### src/sv/mtee_pkg.sv
// Package for the MIDI track event encoder: field widths, request codes,
// byte constants and the job record passed from front end to back end.
// No dependencies.
`default_nettype none

package mtee_pkg;

    localparam int TICK_WIDTH_DEF = 32;
    localparam int TICKS_W        = 32;
    localparam int LEN_W          = 28;
    localparam int REQ_W          = 2;

    localparam int Q_DEPTH = 4;
    localparam int Q_PTR_W = 2;
    localparam int Q_CNT_W = 3;

    localparam logic [REQ_W-1:0] REQ_HDR  = 2'd0;
    localparam logic [REQ_W-1:0] REQ_DATA = 2'd1;
    localparam logic [REQ_W-1:0] REQ_EOT  = 2'd2;

    localparam logic [LEN_W-1:0] VLQ_MAX = 28'h0FFFFFFF;

    localparam logic [7:0] BYTE_META  = 8'hFF;
    localparam logic [7:0] STATUS_BIT = 8'h80;
    localparam logic [7:0] SYSEX_F0   = 8'hF0;
    localparam logic [7:0] SYSEX_F7   = 8'hF7;
    localparam logic [7:0] META_EOT   = 8'h2F;
    localparam logic [7:0] BYTE_ZERO  = 8'h00;

    typedef enum logic [1:0] {
        K_EVENT,
        K_DATA,
        K_EOT
    } t_kind;

    typedef enum logic [1:0] {
        F_META,
        F_SYSEX,
        F_VOICE_ST,
        F_VOICE_RS
    } t_form;

    // lead_byte: status/meta type for events, the byte itself for data
    typedef struct packed {
        t_kind            kind;
        t_form            form;
        logic [7:0]       lead_byte;
        logic [LEN_W-1:0] delta;
        logic [LEN_W-1:0] length;
    } t_job;

endpackage

`default_nettype wire

### src/sv/mtee_if.sv
// Valid/ready channel interfaces for requests in and body bytes out.
// Depends on mtee_pkg.
`default_nettype none

interface mtee_in_if;
    logic                            valid;
    logic                            ready;
    logic [mtee_pkg::REQ_W-1:0]      req_type;
    logic [mtee_pkg::TICKS_W-1:0]    event_ticks;
    logic [7:0]                      status;
    logic [mtee_pkg::LEN_W-1:0]      payload_len;
    logic [7:0]                      data_byte;

    modport source (output valid, req_type, event_ticks, status, payload_len, data_byte,
                    input ready);
    modport sink   (input valid, req_type, event_ticks, status, payload_len, data_byte,
                    output ready);
endinterface

interface mtee_out_if;
    logic        valid;
    logic        ready;
    logic [7:0]  out_byte;
    logic        last_of_run;
    logic        track_done;
    logic [31:0] body_length;

    modport source (output valid, out_byte, last_of_run, track_done, body_length,
                    input ready);
    modport sink   (input valid, out_byte, last_of_run, track_done, body_length,
                    output ready);
endinterface

`default_nettype wire

### src/sv/mtee_front.sv
// Front end: accepts requests, tracks tick/running status/drop state and
// pushes one job per request that produces bytes. Depends on mtee_pkg, mtee_if.
`default_nettype none

module mtee_front #(
    parameter int TICK_WIDTH = mtee_pkg::TICK_WIDTH_DEF
) (
    input  wire logic       i_clk,
    input  wire logic       i_rst_n,
    mtee_in_if.sink         i_evt,
    input  wire logic       i_q_full,
    output logic            o_push,
    output mtee_pkg::t_job  o_job
);

    logic [TICK_WIDTH-1:0]        r_last_tick, n_last_tick;
    logic [7:0]                   r_run_st, n_run_st;
    logic                         r_drop, n_drop;

    logic [TICK_WIDTH-1:0]        ticks;
    logic [TICK_WIDTH-1:0]        diff;
    logic [mtee_pkg::LEN_W-1:0]   diff_sat;
    logic                         later;
    logic                         accept;

    generate
        if (TICK_WIDTH <= mtee_pkg::TICKS_W) begin : g_tick_cut
            assign ticks = i_evt.event_ticks[TICK_WIDTH-1:0];
        end else begin : g_tick_ext
            assign ticks = {{(TICK_WIDTH-mtee_pkg::TICKS_W){1'b0}}, i_evt.event_ticks};
        end

        if (TICK_WIDTH > mtee_pkg::LEN_W) begin : g_sat
            assign diff_sat = (|diff[TICK_WIDTH-1:mtee_pkg::LEN_W]) ?
                              mtee_pkg::VLQ_MAX : diff[mtee_pkg::LEN_W-1:0];
        end else if (TICK_WIDTH == mtee_pkg::LEN_W) begin : g_same
            assign diff_sat = diff;
        end else begin : g_pad
            assign diff_sat = {{(mtee_pkg::LEN_W-TICK_WIDTH){1'b0}}, diff};
        end
    endgenerate

    assign later       = ticks > r_last_tick;
    assign diff        = ticks - r_last_tick;
    assign i_evt.ready = !i_q_full;
    assign accept      = i_evt.valid && !i_q_full;

    always_comb begin
        n_last_tick     = r_last_tick;
        n_run_st        = r_run_st;
        n_drop          = r_drop;
        o_push          = 1'b0;
        o_job.kind      = mtee_pkg::K_EVENT;
        o_job.form      = mtee_pkg::F_VOICE_RS;
        o_job.lead_byte = i_evt.status;
        o_job.delta     = later ? diff_sat : '0;
        o_job.length    = i_evt.payload_len;

        unique case (i_evt.req_type)
            mtee_pkg::REQ_HDR: begin
                if (later) begin
                    n_last_tick = ticks;
                end
                if (i_evt.status == mtee_pkg::META_EOT) begin
                    // end-of-track meta: swallow it and its data
                    n_drop = 1'b1;
                end else begin
                    n_drop = 1'b0;
                    o_push = 1'b1;
                    if (i_evt.status < mtee_pkg::STATUS_BIT) begin
                        o_job.form = mtee_pkg::F_META;
                        n_run_st   = '0;
                    end else if (i_evt.status == mtee_pkg::SYSEX_F0 ||
                                 i_evt.status == mtee_pkg::SYSEX_F7) begin
                        o_job.form = mtee_pkg::F_SYSEX;
                        n_run_st   = '0;
                    end else begin
                        o_job.form = (r_run_st != i_evt.status) ?
                                     mtee_pkg::F_VOICE_ST : mtee_pkg::F_VOICE_RS;
                        n_run_st   = i_evt.status;
                    end
                end
            end
            mtee_pkg::REQ_DATA: begin
                o_job.kind      = mtee_pkg::K_DATA;
                o_job.lead_byte = i_evt.data_byte;
                o_push          = !r_drop;
            end
            mtee_pkg::REQ_EOT: begin
                o_job.kind  = mtee_pkg::K_EOT;
                o_push      = 1'b1;
                n_last_tick = '0;
                n_run_st    = '0;
                n_drop      = 1'b0;
            end
            default: begin
            end
        endcase

        if (!accept) begin
            o_push      = 1'b0;
            n_last_tick = r_last_tick;
            n_run_st    = r_run_st;
            n_drop      = r_drop;
        end
    end

    always_ff @(posedge i_clk) begin
        if (!i_rst_n) begin
            r_last_tick <= '0;
            r_run_st    <= '0;
            r_drop      <= 1'b0;
        end else begin
            r_last_tick <= n_last_tick;
            r_run_st    <= n_run_st;
            r_drop      <= n_drop;
        end
    end

endmodule

`default_nettype wire

### src/sv/mtee_queue.sv
// Four-entry job queue between front and back end, register based.
// Depends on mtee_pkg.
`default_nettype none

module mtee_queue (
    input  wire logic            i_clk,
    input  wire logic            i_rst_n,
    input  wire logic            i_push,
    input  wire mtee_pkg::t_job  i_job,
    input  wire logic            i_pop,
    output logic                 o_full,
    output logic                 o_empty,
    output mtee_pkg::t_job       o_head
);

    mtee_pkg::t_job                r_slot [mtee_pkg::Q_DEPTH];
    logic [mtee_pkg::Q_PTR_W-1:0]  r_wr, r_rd;
    logic [mtee_pkg::Q_CNT_W-1:0]  r_cnt;
    logic                          do_push, do_pop;

    assign o_full  = r_cnt == mtee_pkg::Q_CNT_W'(mtee_pkg::Q_DEPTH);
    assign o_empty = r_cnt == '0;
    assign o_head  = r_slot[r_rd];
    assign do_push = i_push && !o_full;
    assign do_pop  = i_pop && !o_empty;

    always_ff @(posedge i_clk) begin
        if (!i_rst_n) begin
            r_wr  <= '0;
            r_rd  <= '0;
            r_cnt <= '0;
        end else begin
            if (do_push) begin
                r_wr <= r_wr + 1'b1;
            end
            if (do_pop) begin
                r_rd <= r_rd + 1'b1;
            end
            case ({do_push, do_pop})
                2'b10:   r_cnt <= r_cnt + 1'b1;
                2'b01:   r_cnt <= r_cnt - 1'b1;
                default: r_cnt <= r_cnt;
            endcase
        end
    end

    always_ff @(posedge i_clk) begin
        if (do_push) begin
            r_slot[r_wr] <= i_job;
        end
    end

endmodule

`default_nettype wire

### src/sv/mtee_back.sv
// Back end: expands the head job into body bytes, one per cycle while not stalled,
// via a registered output stage; counts body bytes. Depends on mtee_pkg, mtee_if.
`default_nettype none

module mtee_back (
    input  wire logic            i_clk,
    input  wire logic            i_rst_n,
    input  wire logic            i_q_empty,
    input  wire mtee_pkg::t_job  i_head,
    output logic                 o_pop,
    mtee_out_if.source           o_byte
);

    typedef enum logic [2:0] {
        PH_DELTA,
        PH_FF,
        PH_ST,
        PH_LEN,
        PH_DATA,
        PH_EOT
    } t_phase;

    t_phase       r_phase, n_phase, cur_phase;
    logic [1:0]   r_grp, n_grp, cur_grp;
    logic         r_mid;
    logic [31:0]  r_count;
    logic         r_valid;
    logic [7:0]   r_byte;
    logic         r_last;
    logic         r_done;
    logic [31:0]  r_blen;

    logic         load_ok, emit;
    logic [7:0]   cur_byte;
    logic         cur_last, cur_done;

    function automatic logic [1:0] vlq_top(input logic [mtee_pkg::LEN_W-1:0] v);
        logic [1:0] g;
        if (|v[27:21])      g = 2'd3;
        else if (|v[20:14]) g = 2'd2;
        else if (|v[13:7])  g = 2'd1;
        else                g = 2'd0;
        return g;
    endfunction

    function automatic logic [7:0] vlq_byte(input logic [mtee_pkg::LEN_W-1:0] v,
                                            input logic [1:0] g);
        logic [7:0] b;
        case (g)
            2'd0:    b = {1'b0, v[6:0]};
            2'd1:    b = {1'b1, v[13:7]};
            2'd2:    b = {1'b1, v[20:14]};
            default: b = {1'b1, v[27:21]};
        endcase
        return b;
    endfunction

    assign load_ok = !r_valid || o_byte.ready;
    assign emit    = load_ok && !i_q_empty;
    assign o_pop   = emit && cur_last;

    always_comb begin
        if (r_mid) begin
            cur_phase = r_phase;
            cur_grp   = r_grp;
        end else begin
            unique case (i_head.kind)
                mtee_pkg::K_EVENT: begin
                    cur_phase = PH_DELTA;
                    cur_grp   = vlq_top(i_head.delta);
                end
                mtee_pkg::K_DATA: begin
                    cur_phase = PH_DATA;
                    cur_grp   = 2'd0;
                end
                default: begin
                    cur_phase = PH_EOT;
                    cur_grp   = 2'd3;
                end
            endcase
        end

        cur_byte = mtee_pkg::BYTE_ZERO;
        cur_last = 1'b0;
        cur_done = 1'b0;
        n_phase  = cur_phase;
        n_grp    = cur_grp - 1'b1;

        unique case (cur_phase)
            PH_DELTA: begin
                cur_byte = vlq_byte(i_head.delta, cur_grp);
                if (cur_grp == 2'd0) begin
                    unique case (i_head.form)
                        mtee_pkg::F_META:     n_phase = PH_FF;
                        mtee_pkg::F_SYSEX:    n_phase = PH_ST;
                        mtee_pkg::F_VOICE_ST: n_phase = PH_ST;
                        default:              cur_last = 1'b1;
                    endcase
                end
            end
            PH_FF: begin
                cur_byte = mtee_pkg::BYTE_META;
                n_phase  = PH_ST;
            end
            PH_ST: begin
                cur_byte = i_head.lead_byte;
                if (i_head.form == mtee_pkg::F_VOICE_ST) begin
                    cur_last = 1'b1;
                end else begin
                    n_phase = PH_LEN;
                    n_grp   = vlq_top(i_head.length);
                end
            end
            PH_LEN: begin
                cur_byte = vlq_byte(i_head.length, cur_grp);
                cur_last = cur_grp == 2'd0;
            end
            PH_DATA: begin
                cur_byte = i_head.lead_byte;
                cur_last = 1'b1;
            end
            default: begin
                // end marker 00 FF 2F 00
                case (cur_grp)
                    2'd2:    cur_byte = mtee_pkg::BYTE_META;
                    2'd1:    cur_byte = mtee_pkg::META_EOT;
                    default: cur_byte = mtee_pkg::BYTE_ZERO;
                endcase
                cur_last = cur_grp == 2'd0;
                cur_done = cur_grp == 2'd0;
            end
        endcase
    end

    always_ff @(posedge i_clk) begin
        if (!i_rst_n) begin
            r_mid   <= 1'b0;
            r_phase <= PH_DELTA;
            r_grp   <= '0;
            r_count <= '0;
            r_valid <= 1'b0;
        end else begin
            if (load_ok) begin
                r_valid <= !i_q_empty;
            end
            if (emit) begin
                r_mid   <= !cur_last;
                r_phase <= n_phase;
                r_grp   <= n_grp;
                r_count <= cur_done ? '0 : r_count + 1'b1;
                r_byte  <= cur_byte;
                r_last  <= cur_last;
                r_done  <= cur_done;
                r_blen  <= cur_done ? r_count + 1'b1 : '0;
            end
        end
    end

    assign o_byte.valid       = r_valid;
    assign o_byte.out_byte    = r_byte;
    assign o_byte.last_of_run = r_last;
    assign o_byte.track_done  = r_done;
    assign o_byte.body_length = r_blen;

endmodule

`default_nettype wire

### src/sv/midi_track_event_encoder_unit.sv
// Top level of the MIDI track event encoder: front end, job queue, back end.
// Depends on mtee_pkg, mtee_if, mtee_front, mtee_queue, mtee_back.
//
//  Port     Dir  Carries                                        Transfer
//  -------  ---  ---------------------------------------------  ------------------
//  i_evt    in   req_type, event_ticks, status, payload_len,    valid && ready
//                data_byte (one request per transfer)
//  o_byte   out  out_byte, last_of_run, track_done, body_length valid && ready
//
// The front end takes one request per cycle while its 4-entry job queue has room.
// The back end emits one body byte per cycle while o_byte is not stalled: a data
// request gives 1 byte, an event header 1 to 10 bytes (delta VLQ plus form bytes),
// end of track 4 bytes; the one-byte output register sets the sustained rate.
// Reset is synchronous, active low; it clears tick, running status, drop flag,
// byte count, queue pointers and output valid. No clearing pass.
// A stall on o_byte holds the output register and backs up into the queue;
// i_evt.ready falls only when the queue is full.
`default_nettype none

module midi_track_event_encoder_unit #(
    parameter int TICK_WIDTH = mtee_pkg::TICK_WIDTH_DEF
) (
    input  wire logic   i_clk,
    input  wire logic   i_rst_n,
    mtee_in_if.sink     i_evt,
    mtee_out_if.source  o_byte
);

    logic            push, pop, q_full, q_empty;
    mtee_pkg::t_job  push_job, head_job;

    // request classification and per-track state
    mtee_front #(
        .TICK_WIDTH (TICK_WIDTH)
    ) u_front (
        .i_clk    (i_clk),
        .i_rst_n  (i_rst_n),
        .i_evt    (i_evt),
        .i_q_full (q_full),
        .o_push   (push),
        .o_job    (push_job)
    );

    // decouples request intake from byte output
    mtee_queue u_queue (
        .i_clk   (i_clk),
        .i_rst_n (i_rst_n),
        .i_push  (push),
        .i_job   (push_job),
        .i_pop   (pop),
        .o_full  (q_full),
        .o_empty (q_empty),
        .o_head  (head_job)
    );

    // byte sequencer and body length counter
    mtee_back u_back (
        .i_clk     (i_clk),
        .i_rst_n   (i_rst_n),
        .i_q_empty (q_empty),
        .i_head    (head_job),
        .o_pop     (pop),
        .o_byte    (o_byte)
    );

endmodule

`default_nettype wire

### src/flat_wrapper.sv
// flat-port wrapper written by rule: the top's interface ports become plain ports
module midi_track_event_encoder_unit_flat 
#(
    parameter int TICK_WIDTH = mtee_pkg::TICK_WIDTH_DEF
)
  (i_clk, i_rst_n, i_evt_valid, i_evt_req_type, i_evt_event_ticks, i_evt_status, i_evt_payload_len, i_evt_data_byte, i_evt_ready, o_byte_valid, o_byte_out_byte, o_byte_last_of_run, o_byte_track_done, o_byte_body_length, o_byte_ready);
  mtee_in_if i_evt_i ();
  mtee_out_if o_byte_i ();
  input  wire logic i_clk;
  input  wire logic i_rst_n;
  input wire logic [$bits(i_evt_i.valid)-1:0] i_evt_valid;
  input wire logic [$bits(i_evt_i.req_type)-1:0] i_evt_req_type;
  input wire logic [$bits(i_evt_i.event_ticks)-1:0] i_evt_event_ticks;
  input wire logic [$bits(i_evt_i.status)-1:0] i_evt_status;
  input wire logic [$bits(i_evt_i.payload_len)-1:0] i_evt_payload_len;
  input wire logic [$bits(i_evt_i.data_byte)-1:0] i_evt_data_byte;
  output wire logic [$bits(i_evt_i.ready)-1:0] i_evt_ready;
  output wire logic [$bits(o_byte_i.valid)-1:0] o_byte_valid;
  output wire logic [$bits(o_byte_i.out_byte)-1:0] o_byte_out_byte;
  output wire logic [$bits(o_byte_i.last_of_run)-1:0] o_byte_last_of_run;
  output wire logic [$bits(o_byte_i.track_done)-1:0] o_byte_track_done;
  output wire logic [$bits(o_byte_i.body_length)-1:0] o_byte_body_length;
  input wire logic [$bits(o_byte_i.ready)-1:0] o_byte_ready;
  assign i_evt_i.valid = i_evt_valid;
  assign i_evt_i.req_type = i_evt_req_type;
  assign i_evt_i.event_ticks = i_evt_event_ticks;
  assign i_evt_i.status = i_evt_status;
  assign i_evt_i.payload_len = i_evt_payload_len;
  assign i_evt_i.data_byte = i_evt_data_byte;
  assign i_evt_ready = i_evt_i.ready;
  assign o_byte_valid = o_byte_i.valid;
  assign o_byte_out_byte = o_byte_i.out_byte;
  assign o_byte_last_of_run = o_byte_i.last_of_run;
  assign o_byte_track_done = o_byte_i.track_done;
  assign o_byte_body_length = o_byte_i.body_length;
  assign o_byte_i.ready = o_byte_ready;
  midi_track_event_encoder_unit #(.TICK_WIDTH(TICK_WIDTH)) u_core (.i_clk(i_clk), .i_rst_n(i_rst_n), .i_evt(i_evt_i), .o_byte(o_byte_i));
endmodule
### config.mk
export PLATFORM = sky130hd
export DESIGN_NAME = midi_track_event_encoder_unit_flat
export DESIGN_NICKNAME = d
export VERILOG_FILES = /design/src/sv/mtee_pkg.sv /design/src/sv/mtee_if.sv /design/src/sv/mtee_front.sv /design/src/sv/mtee_queue.sv /design/src/sv/mtee_back.sv /design/src/sv/midi_track_event_encoder_unit.sv /design/src/flat_wrapper.sv
export SDC_FILE = /design/constraint.sdc
export NUM_CORES = 1
export LEC_CHECK = 0
export BUFFER_PORTS_ARGS = -buffer_cell sky130_fd_sc_hd__buf_2
export CORE_MARGIN = 2
export CORE_UTILIZATION = 60
export DETAILED_ROUTE_END_ITERATION = 10
export GPL_ROUTABILITY_DRIVEN = 0
export PLACE_DENSITY_LB_ADDON = 0.25
export SLEW_MARGIN = 10
export SYNTH_ARGS = -nofsm -noshare
export SYNTH_HDL_FRONTEND = slang
export SYNTH_HIERARCHICAL = 1
export SYNTH_SLANG_ARGS = --single-unit
### constraint.sdc
create_clock -name i_clk -period 7.8 [get_ports i_clk]
set_input_delay 0.78 -clock i_clk [delete_from_list [all_inputs] [get_ports i_clk]]
set_output_delay 0.78 -clock i_clk [all_outputs]
set_load 0.005 [all_outputs]
### Word level (Yosys, flattened, before mapping)

Memories as Yosys holds them, arrays and structs flattened. A register that Yosys moved wholly into a read port is not among the register bits.
Index checks and enable logic that the tools add are counted.

| storage, ports and cells | value |
|---|---|
| flip-flop bits (word level) | 129 |
| RAM bits | 272 |
| input bits | 82 |
| output and inout port bits | 44 |
| memories kept | 1 |

| cells by class | value |
|---|---|
| add/subtract/negate cells | 7 |
| magnitude comparators | 2 |
| equality and inequality tests | 20 |
| mux-type cells | 51 |
| reduce and logical (&&, ||, !) cells | 35 |

Memory list:

| name | words | width | read ports | clocked after memory_dff | wr ports | line | source |
|---|---|---|---|---|---|---|---|
| u_core.u_queue.r_slot | 4 | 68 | 1 | 1 | 1 | mtee_queue.sv:16 | `mtee_pkg::t_job r_slot [mtee_pkg::Q_DEPTH];` |

Operators with widths:

| operator | number |
|---|---|
| $mux 32 | 2 |
| $pmux 32 s2 | 1 |
| $mux 28 | 2 |
| $pmux 8 s3 | 2 |
| $reduce_or 7->1 | 6 |
| $add 32x1->32 const B | 1 |
| $gt 32x32->1 | 1 |
| $mux 8 | 4 |
| $pmux 8 s2 | 2 |
| $pmux 8 s4 | 1 |
| $sub 32x32->32 | 1 |
| $mux 2 | 13 |
| $pmux 3 s2 | 3 |
| $eq 8x8->1 const B | 2 |
| $mux 1 | 12 |
| $eq 2x1->1 const B | 5 |
| $mux 3 | 3 |
| $pmux 3 s3 | 1 |
| $eq 2x2->1 const B | 4 |
| $eq 8x6->1 const B | 1 |
| $logic_not 2->1 | 4 |
| $lt 8x8->1 const B | 1 |
| $ne 8x8->1 | 1 |
| $pmux 2 s2 | 2 |
| other kinds (22) | 40 |

### Longest topological paths before layout

| depth | value |
|---|---|
| depth after elaboration | 13 |
| mapped depth | 21 |
| depth with buffers taken out | 16 |

### Hierarchy

The synthesis kept the hierarchy.

By module, submodules not included:

| module | instances | cells an instance | area each (µm²) |
|---|---|---|---|
| mtee_queue | 1 | 410 | 10324.9 |
| mtee_back | 1 | 519 | 4629.4 |
| mtee_front | 1 | 530 | 4085.2 |

### Worst setup path after synthesis

Ideal clock, no wire load.

| timing path | value |
|---|---|
| path type | register -> register |
| from | register with a tool-made name |
| to | register u_core/u_queue/r_cnt[2] (netlist bit) |
| library setup time | 0.076 ns |
| arrival | 4.933 ns |
| data required time | 7.724 ns |
| setup slack | 2.791 ns |
| stages on the path, launching flop included | 20 |
| buffers on the path | 5 |
| clock period less this slack | 5.009 ns |
| cell sequence | dfxtp_1 buf_6 buf_12 buf_12 mux4_2 or4_4 or4_1 o21ai_2 ha_1 clkbuf_1 clkbuf_1 o21ai_0 a21oi_1 nor2b_1 ha_1 inv_1 fa_1 xor2_1 or3_1 a21boi_0 |

RTL lines:

| element | line | source |
|---|---|---|
| end signal: assignment | mtee_queue.sv:40 | `2'b10: r_cnt <= r_cnt + 1'b1;` |
| end signal: assignment | mtee_queue.sv:41 | `2'b01: r_cnt <= r_cnt - 1'b1;` |
| end signal: assignment | mtee_queue.sv:42 | `default: r_cnt <= r_cnt;` |
| end: declaration | mtee_queue.sv:18 | `logic [mtee_pkg::Q_CNT_W-1:0] r_cnt;` |

==> flow_metrics.tcl <==
set metrics [dict create \
    synthAdderAreaFrac_pct 3.365 \
    clkTransAtPathRegs_ps 60 \
    path_cells "buf_4, mux4_2, or4_1, nor2_1, nand3_1, a22o_1, inv_1, ha_1, o21ai_0, a21oi_1, nor2b_1, ha_1, inv_1, fa_1, xor2_1, or3_1, a21boi_0" \
    drc 0 \
    layout.cells.non_filler 1971 \
    antenna_found_initial 2 \
    synthSimpleGateAreaFrac_pct 9.844 \
    syn_area_um2 19040 \
    avgViaCountPerCell 6.244 \
    grt_pass1_vias 12030 \
    synthTopCellsByArea "edfxtp_1, dfxtp_1, mux4_2, ha_1, a21oi_1" \
    setup_violations 0 \
    die_h_um 182.1 \
    final_max_slew_viol_count 0 \
    tritoncts "done" \
    core_region_area_um2 31390 \
    slew_headroom_pct 21.55 \
    cp_max_fo 30 \
    rows 65 \
    overflow 0 \
    post_cts_buffers 0 \
    synth.most_common_cell "edfxtp_1" \
    grtUsageTotal_pct 23.79 \
    synth_ff_type "edfxtp_1" \
    crit_path_end "u_core/u_queue/r_cnt[2]" \
    design.die.area_um2 33170 \
    critPathRequiredTime_ps 8270 \
    die_w_um 182.1 \
    syn_avg_cell_area_um2 13.05 \
    power.total_mw 5.188 \
    synth_edf_count 314 \
    yosysSeqAreaShare_pct 58.88 \
    clock_latency_ps 560 \
    crit_type "register to register" \
    worst_setup_path_end_kind "register" \
    synth_cells 1459 \
    final_core_util_pct 66.84 \
    grt_first_pass_wirelength_um 63040 \
    pwr_density_cell_nw_per_um2 247.3 \
    clock.fmax_mhz 171.4 \
    drv_cap 0 \
    crit_slowest_cell "dfxtp_4" \
    wl_per_cell_um 20.03 \
    layout.nets 1666 \
    placed_cells 1892 \
    io_pins 126 \
    wl_um 39470 \
    r2r_setup_slack_ps 1970 \
    hold_viol 0 \
    ys_async_sr_fraction_pct 0 \
    ir_worst_vdd_v 0.0001711 \
    yosysUniqueCellTypes 87 \
    start_util_pct 60.65 \
    synth_compound_area_share_pct 11.64 \
    path_buf_inv 3 \
    syn_nets 1591 \
    status "completed" \
    rsz0062_at_grt "false" \
    clock_sinks 403 \
    hpwlAfterDp_um 25910 \
    drtAntennaViolNets 0 \
    fin_skew_ps 30.24 \
    synthMuxAreaShare_pct 8.675 \
    htreeDepth 2 \
    synth-xor-area-share_pct 2.944 \
    cts-root-buf "clkbuf_16" \
    synth_top_family_by_area "compound AO/OA/AOI/OAI gates" \
    period_share_pct 74.78 \
    firstDrtPassIters 6 \
    power.leakage_nw 7.022 \
    cp.depth 17 \
    cts_buffer_depth 3 \
    hp-class "primary input to register" \
    drt_iter0_markers 1185 \
    portBuffers 125 \
    cpPeakStageDelay_ps 740 \
    ys_seq_elements 403 \
    critical_path.top_delay_family "simple AND/OR/NAND/NOR gates" \
    cts-buffers-inserted 42 \
    rr_worst_depth 17 \
    cts-resized-gates 0 \
    ys_top_cells_by_count "edfxtp_1, nand2_1, dfxtp_1" \
    fin_setup_tns_ps 0 \
    yosysWarnings 6 \
    period_needed_ps 5833 \
    rr_endpoint "u_core/u_queue/r_cnt[2]" \
    worstPathArrival_ps 6300 \
    grt_max_degree 69 \
    yosysTopAreaCell "edfxtp_1" \
    num_vias 12310 \
    drive_above_1_share_pct 19.32 \
    tightest_slew_ps 1174 \
    areaGrowthSynthToFinish_pct 10.20 \
    synth_top_cell_area_share_pct 49.52 \
    cts_hold_buf 0 \
    crit_path_start_kind "register" \
]
-- how the worst min path moves through the flow --
stage | slack, ps | cells past startpoint | end | from
finish | 440 | 1 | u_core/u_queue/r_slot[1][7] | i_evt_payload_len[7]
detailed placement | 460 | 2 | u_core/u_back/r_grp[1] | u_core/u_back/r_grp[1]
global placement | 460 | 2 | u_core/u_back/r_grp[1] | u_core/u_back/r_grp[1]
CTS | 410 | 1 | u_core/u_queue/r_slot[1][7] | i_evt_payload_len[7]
floorplan | 430 | 2 | u_core/u_back/r_grp[1] | u_core/u_back/r_grp[1]
global route | 430 | 1 | u_core/u_queue/r_slot[0][14] | i_evt_payload_len[14]
-- cell type report --
class | count | area, um2
repair buffers | 136 | 708.2
inverters | 65 | 244.0
clock buffers | 55 | 1130
well taps | 402 | 503.0
fillers | 2278 | 10410
flip-flops and latches | 403 | 11220
clock inverters | 23 | 206.4
diodes | 1 | 2.502
multi-input cells | 886 | 6972
-- report_power, final --
part | switching (mW) | internal, mW
Clock | 0.811 | 1.10
Sequential | 0.0548 | 2.45
Combinational | 0.484 | 0.285
Total | 1.35 | 3.84
-- through the flow --
| stage | hold WS [ps] | area [um2] | worst slack, ps |
|---|---|---|---|
| after floorplan | 432.2 | 19040 | 2791 |
| after global placement | 460.0 | 19640 | 2151 |
| after detailed placement | 463.0 | 19640 | 1964 |
| after CTS | 408.9 | 20980 | 1944 |
| after global routing | 428.7 | 20980 | 1456 |
| final | 436.8 | 20980 | 1967 |
-- cell usage in the layout (no fill, tap or decap), types with 11 or more instances in the layout --
cell | synthesis | final
a21oi_1 | 78 | 77
nor3_1 | 13 | 13
clkbuf_16 | 0 | 42
ha_1 | 48 | 48
buf_2 | 22 | 125
o21ai_0 | 68 | 68
nand2b_1 | 12 | 12
a22o_1 | 33 | 33
xor2_1 | 31 | 31
xnor2_1 | 33 | 33
or3_1 | 21 | 21
dfxtp_1 | 89 | 87
buf_4 | 35 | 11
nor2_1 | 81 | 80
nand4_1 | 23 | 23
mux4_2 | 68 | 68
nand2_1 | 104 | 104
edfxtp_1 | 314 | 314
nor2b_1 | 11 | 11
o21a_1 | 34 | 34
and2_1 | 15 | 11
a222oi_1 | 14 | 14
inv_1 | 65 | 65
nand3_1 | 30 | 30
a31oi_1 | 14 | 14
-- layer usage --
metal  vias to the layer above  share of wire [%]  track usage, %
li1                       5718                  -               -
met1                      6008                 43           33.45
met2                       497                 48           39.18
met3                        81                6.4           3.213
met4                         2                2.4           7.226
met5                         -              0.028               0
-- kinds of logic (layout without fill, tap and decap cells) --
| logic type | count (synthesis) | after routing |
|---|---|---|
| adders and majority gates | 50 | 50 |
| xor gates and xnor gates | 64 | 64 |
| buffers and inverters | 170 | 279 |
| muxes | 79 | 79 |
| AOI/OAI and AO/OA | 327 | 327 |
| DFF | 403 | 403 |
| other | 0 | 1 |
| and+or+nand+nor | 366 | 366 |
-- registers in the layout, summed over array words and instances, names as in the netlist, named ones only --
name	flops
u_core/u_queue/r_slot	272
u_core/u_back/o_byte.body_length	32
u_core/u_back/r_count	32
u_core/u_front/r_last_tick	32
u_core/u_back/o_byte.out_byte	8
u_core/u_front/r_run_st	8
u_core/u_back/r_phase	3
u_core/u_queue/r_cnt	3
u_core/u_back/r_grp	2
u_core/u_queue/r_rd	2
u_core/u_queue/r_wr	2
u_core/u_back/o_byte.last_of_run	1
u_core/u_back/o_byte.track_done	1
u_core/u_back/o_byte.valid	1
u_core/u_back/r_mid	1
u_core/u_front/r_drop	1
No activity file was read; power rests on OpenSTA's default activity.
